==> src/hdl/sphl_pkg.sv <==
`timescale 1ns / 1ps
`default_nettype none
// ----------------------------------------------------------------------------
// sphl_pkg
// Shared types and constants of the sparse packet header locator.
// ----------------------------------------------------------------------------
package sphl_pkg;

  localparam int STORE_BYTES = 4096;
  localparam int ADDR_W      = $clog2(STORE_BYTES);
  localparam int LEN_W       = ADDR_W + 1;
  localparam int BYTE_W      = 8;
  localparam int OFF_W       = 13;
  localparam int CFG_IDX_W   = 2;

  localparam logic [BYTE_W-1:0] PSIZE_RESET = 8'd188;
  localparam logic [BYTE_W-1:0] LEAD_RESET  = 8'd71;

  localparam logic [CFG_IDX_W-1:0] CFG_PACKET_SIZE = 2'd0;
  localparam logic [CFG_IDX_W-1:0] CFG_LEAD_BYTE   = 2'd1;

  typedef struct packed {
    logic [BYTE_W-1:0] byte_value;
    logic              last_byte;
  } in_req_t;

  typedef struct packed {
    logic [OFF_W-1:0] header_offset;
    logic             none_valid;
    logic             overflowed;
  } out_req_t;

  typedef struct packed {
    logic [LEN_W-1:0]  quot;
    logic [BYTE_W-1:0] rem;
  } div_res_t;

endpackage
`default_nettype wire

==> src/hdl/sphl_div.sv <==
`timescale 1ns / 1ps
`default_nettype none
// ----------------------------------------------------------------------------
// sphl_div
// Restoring divider, one quotient bit per cycle: region length by packet size.
// ----------------------------------------------------------------------------
module sphl_div import sphl_pkg::*; (
  input  logic              clk_i,
  input  logic              rst_ni,
  input  logic              start_i,
  input  logic [LEN_W-1:0]  dividend_i,
  input  logic [BYTE_W-1:0] divisor_i,
  output logic              done_o,
  output div_res_t          res_o
);

  localparam int CNT_W = $clog2(LEN_W + 1);

  logic              busy_q, busy_d;
  logic              done_q, done_d;
  logic [CNT_W-1:0]  cnt_q, cnt_d;
  logic [LEN_W-1:0]  num_q, num_d;
  logic [BYTE_W-1:0] rem_q, rem_d;
  logic [BYTE_W-1:0] dsor_q, dsor_d;
  logic [BYTE_W:0]   trial;

  always_comb begin
    busy_d = busy_q;
    done_d = 1'b0;
    cnt_d  = cnt_q;
    num_d  = num_q;
    rem_d  = rem_q;
    dsor_d = dsor_q;
    trial  = {rem_q, num_q[LEN_W-1]};
    if (start_i) begin
      busy_d = 1'b1;
      cnt_d  = CNT_W'(LEN_W);
      num_d  = dividend_i;
      rem_d  = '0;
      dsor_d = divisor_i;
    end else if (busy_q) begin
      if (trial >= {1'b0, dsor_q}) begin
        rem_d = BYTE_W'(trial - {1'b0, dsor_q});
        num_d = {num_q[LEN_W-2:0], 1'b1};
      end else begin
        rem_d = trial[BYTE_W-1:0];
        num_d = {num_q[LEN_W-2:0], 1'b0};
      end
      cnt_d = cnt_q - 1'b1;
      if (cnt_q == CNT_W'(1)) begin
        busy_d = 1'b0;
        done_d = 1'b1;
      end
    end
  end

  always_ff @(posedge clk_i or negedge rst_ni) begin
    if (!rst_ni) begin
      busy_q <= 1'b0;
      done_q <= 1'b0;
      cnt_q  <= '0;
    end else begin
      busy_q <= busy_d;
      done_q <= done_d;
      cnt_q  <= cnt_d;
    end
  end

  always_ff @(posedge clk_i) begin
    num_q  <= num_d;
    rem_q  <= rem_d;
    dsor_q <= dsor_d;
  end

  assign done_o     = done_q;
  assign res_o.quot = num_q;
  assign res_o.rem  = rem_q;

endmodule
`default_nettype wire

==> config.mk <==
export PLATFORM = sky130hd
export DESIGN_NAME = sphl_div
export DESIGN_NICKNAME = d
export VERILOG_FILES = /design/src/hdl/sphl_pkg.sv /design/src/hdl/sphl_div.sv
export SDC_FILE = /design/constraint.sdc
export NUM_CORES = 1
export LEC_CHECK = 0
export ABC_CLOCK_PERIOD_IN_PS = 6550
export BUFFER_PORTS_ARGS = -buffer_cell sky130_fd_sc_hd__buf_2
export CAP_MARGIN = 20
export CORE_MARGIN = 4
export CORE_UTILIZATION = 57
export DETAILED_ROUTE_END_ITERATION = 16
export PLACE_DENSITY = 0.89
export SLEW_MARGIN = 20
export SYNTH_ARGS = -nofsm -noshare
export SYNTH_HDL_FRONTEND = slang
export SYNTH_SLANG_ARGS = --single-unit
==> constraint.sdc <==
create_clock -name clk_i -period 6.55 [get_ports clk_i]
set_clock_uncertainty 0.2 [all_clocks]
set_input_delay 1.31 -clock clk_i [delete_from_list [all_inputs] [get_ports clk_i]]
set_output_delay 1.31 -clock clk_i [all_outputs]
set_load 0.01 [all_outputs]
==> flow_summary.json <==
{
  "syn_area_um2": 1880,
  "reg2regPathDepth": 6,
  "place_ws_ns": 3.31,
  "num_io_pins": 46,
  "grt_usage_pct": 20.1,
  "start_kind": "input port",
  "synth_ff_type": "edfxtp_1",
  "synth_top_family_by_area": "compound AO/OA/AOI/OAI gates",
  "r2r_start": "rem_q[5]",
  "clk_pin_slew_ns": 0.11,
  "htreeDepth": 2,
  "synth_simple_gate_area_share_pct": 12.7,
  "maxCapViolCount": 0,
  "rsz0062_at_grt": "false",
  "crit_start": "start_i",
  "max_freq_mhz": 350,
  "nets": 255,
  "vias": 1520,
  "drc": 0,
  "die-area_um2": 4290,
  "grt_pass1_wl_um": 6450,
  "synth_top_area_share_pct": 33.5,
  "overflow": 0,
  "ys_ff_latch": 35,
  "synth.area.mux_share_pct": 7.77,
  "final_cell_mix": "45 x buf_2, 21 x edfxtp_1, 15 x nor2_1",
  "drtIter0Drc": 151,
  "initial_core_util_pct": 60.7,
  "synthDistinctLibCells": 40,
  "arrival_ns": 2.66,
  "antenna_cells": 0,
  "cts-buffers-inserted": 5,
  "setup.worst_path.class": "input port to flip-flop",
  "synth_area_per_cell_um2": 10.8,
  "syn_to_final_growth_pct": 17.4,
  "cts_setup_buffers": 0,
  "synth_compound_area_share_pct": 15.0,
  "place_congestion": 0.861,
  "register_area_um2": 941,
  "cellLeakagePower_nw": 0.994,
  "setup_slack_ns": 3.69,
  "period_share_pct": 43.7,
  "final_common_cell": "buf_2",
  "vdd_drop_max_mv": 0.196,
  "via_per_inst": 5.74,
  "post-route-min-period_ns": 2.86,
  "multi_input_area_um2": 857,
  "synth_edf_count": 21,
  "synth-xor-area-share_pct": 2.33,
  "drtAntennaViolNets": 0,
  "grt_max_degree": 32,
  "r2r_slack_ns": 4.04,
  "routed_wl_um": 3950,
  "wire_per_inst_um": 14.9,
  "die_h_um": 65.5,
  "holdBufCountCts": 0,
  "crit_end": "num_q[2]",
  "antenna_found_initial": 0,
  "r2r-end": "num_q[0]",
  "tns_ns": 0,
  "synth_area_leader_cell": "edfxtp_1",
  "grt_pass1_vias": 1368,
  "root_buffer": "clkbuf_4",
  "portBuffers": 45,
  "synthArstFlopShare_pct": 17.1,
  "clockBufferDepth": 2,
  "dpl-instance-area_um2": 2130,
  "hold_violations": 0,
  "endpoint_kind": "flip-flop",
  "syn_inst": 175,
  "finalSetupViolations": 0,
  "dpl.hpwl_um": 2950,
  "synth_adder_area_share_pct": 7.71,
  "cts.sinks": 35,
  "finalInstanceArea_um2": 2210,
  "outcome": "finished, final reports clean",
  "cts_resized": 0,
  "pwr_density_cell_nw_per_um2": 353,
  "ys_top_cells_by_area": "edfxtp_1 33%, dfxtp_1 8.5%, dfrtp_1 8.0%",
  "syn-num-nets": 210,
  "yosys_warnings": 0,
  "hold_class": "flip-flop to flip-flop",
  "tightest_slew_ns": 0.658,
  "die_w_um": 65.5,
  "fp.coreArea_um2": 3100,
  "ys_seq_area_share_pct": 50.0,
  "clock_latency_ns": 0.35,
  "maxSlewHeadroom_pct": 56.2,
  "slew_viol_final": 0,
  "cp_max_fo": 31,
  "drive_above_1_share_pct": 31.2,
  "dr.pass1.iters": 4,
  "cts_tree": "done",
  "worstPathRequired_ns": 6.35,
  "fillers": 256,
  "rows": 20
}
## worst max-delay path: stages
cell and delay [ns]:
buf_2 0.51, inv_1 0.34, nand2_1 0.48
## kinds of logic (layout without fill, tap and decap cells)
kind of cell    count (synthesis)  in the layout
compound gates                 40             40
xor+xnor                        5              5
fa+ha+maj                      11             11
buf+inv                        22             68
flops                          35             35
mux                            13             13
simple gates                   49             49
## report_power, final
part | total [W] | leakage [nW] | internal, W | switching, W
Clock | 0.000143 | 0.0434 | 0.0000650 | 0.0000775
Combinational | 0.000326 | 0.602 | 0.000143 | 0.000183
Sequential | 0.000312 | 0.348 | 0.000277 | 0.0000355
## worst min-delay path by stage
| stage | start | end | depth (start not counted) |
|---|---|---|---|
| 4_1_cts | rem_q[6] | rem_q[6] | 2 |
| 2_1_floorplan | cnt_q[3] | cnt_q[3] | 2 |
| 3_3_place_gp | rem_q[6] | rem_q[6] | 2 |
| 5_1_grt | rem_q[4] | rem_q[4] | 2 |
| 3_5_place_dp | rem_q[6] | rem_q[6] | 2 |
| 6_report | rem_q[6] | rem_q[6] | 2 |
## per-layer routing
metal	up-vias	share of wire, %	global-route usage (%)	routed length [um]
li1	738	-	-	-
met1	714	43	26.9	1700
met2	62	47	30.5	1860
met3	6	8.5	6.50	336
met4	0	1.3	6.99	50
met5	-	0	0	0
## synth_stat cells, drive strengths merged, types with 5 or more instances
library cell	number
edfxtp	21
nor2	15
inv	14
mux2	13
nand2	11
o21ai	11
ha	10
dfxtp	8
nand3	8
a21oi	7
dfrtp	6
xnor2	5
## cell type report
type | instances | area share, %
Clock buffer | 6 | 2.83
Clock inverter | 2 | 0.623
Inverter | 15 | 2.55
Multi-Input combinational cell | 118 | 38.8
Sequential cell | 35 | 42.6
Tap cell | 44 | 2.49
Timing Repair Buffer | 45 | 10.2
## registers in the layout, summed over array words and instances, names as in the netlist
register and flops:
done_o 1, dsor_q 8, rem_q 8, busy_q 1, num_q 13, cnt_q 4
## metrics by stage
stage | hold WS [ns] | total power [W] | utilization (%) | std cells
3_5_place_dp | 0.318 | 0.000638 | 68.8 | 257
2_1_floorplan | 0.289 | 0.000541 | - | 175
5_1_grt | 0.381 | 0.000838 | 71.3 | 265
6_report | 0.333 | 0.000781 | 71.3 | 265
4_1_cts | 0.333 | 0.000781 | 71.3 | 265
3_3_place_gp | 0.305 | 0.000626 | 68.8 | 257
Power figures use the tool's default switching activity.
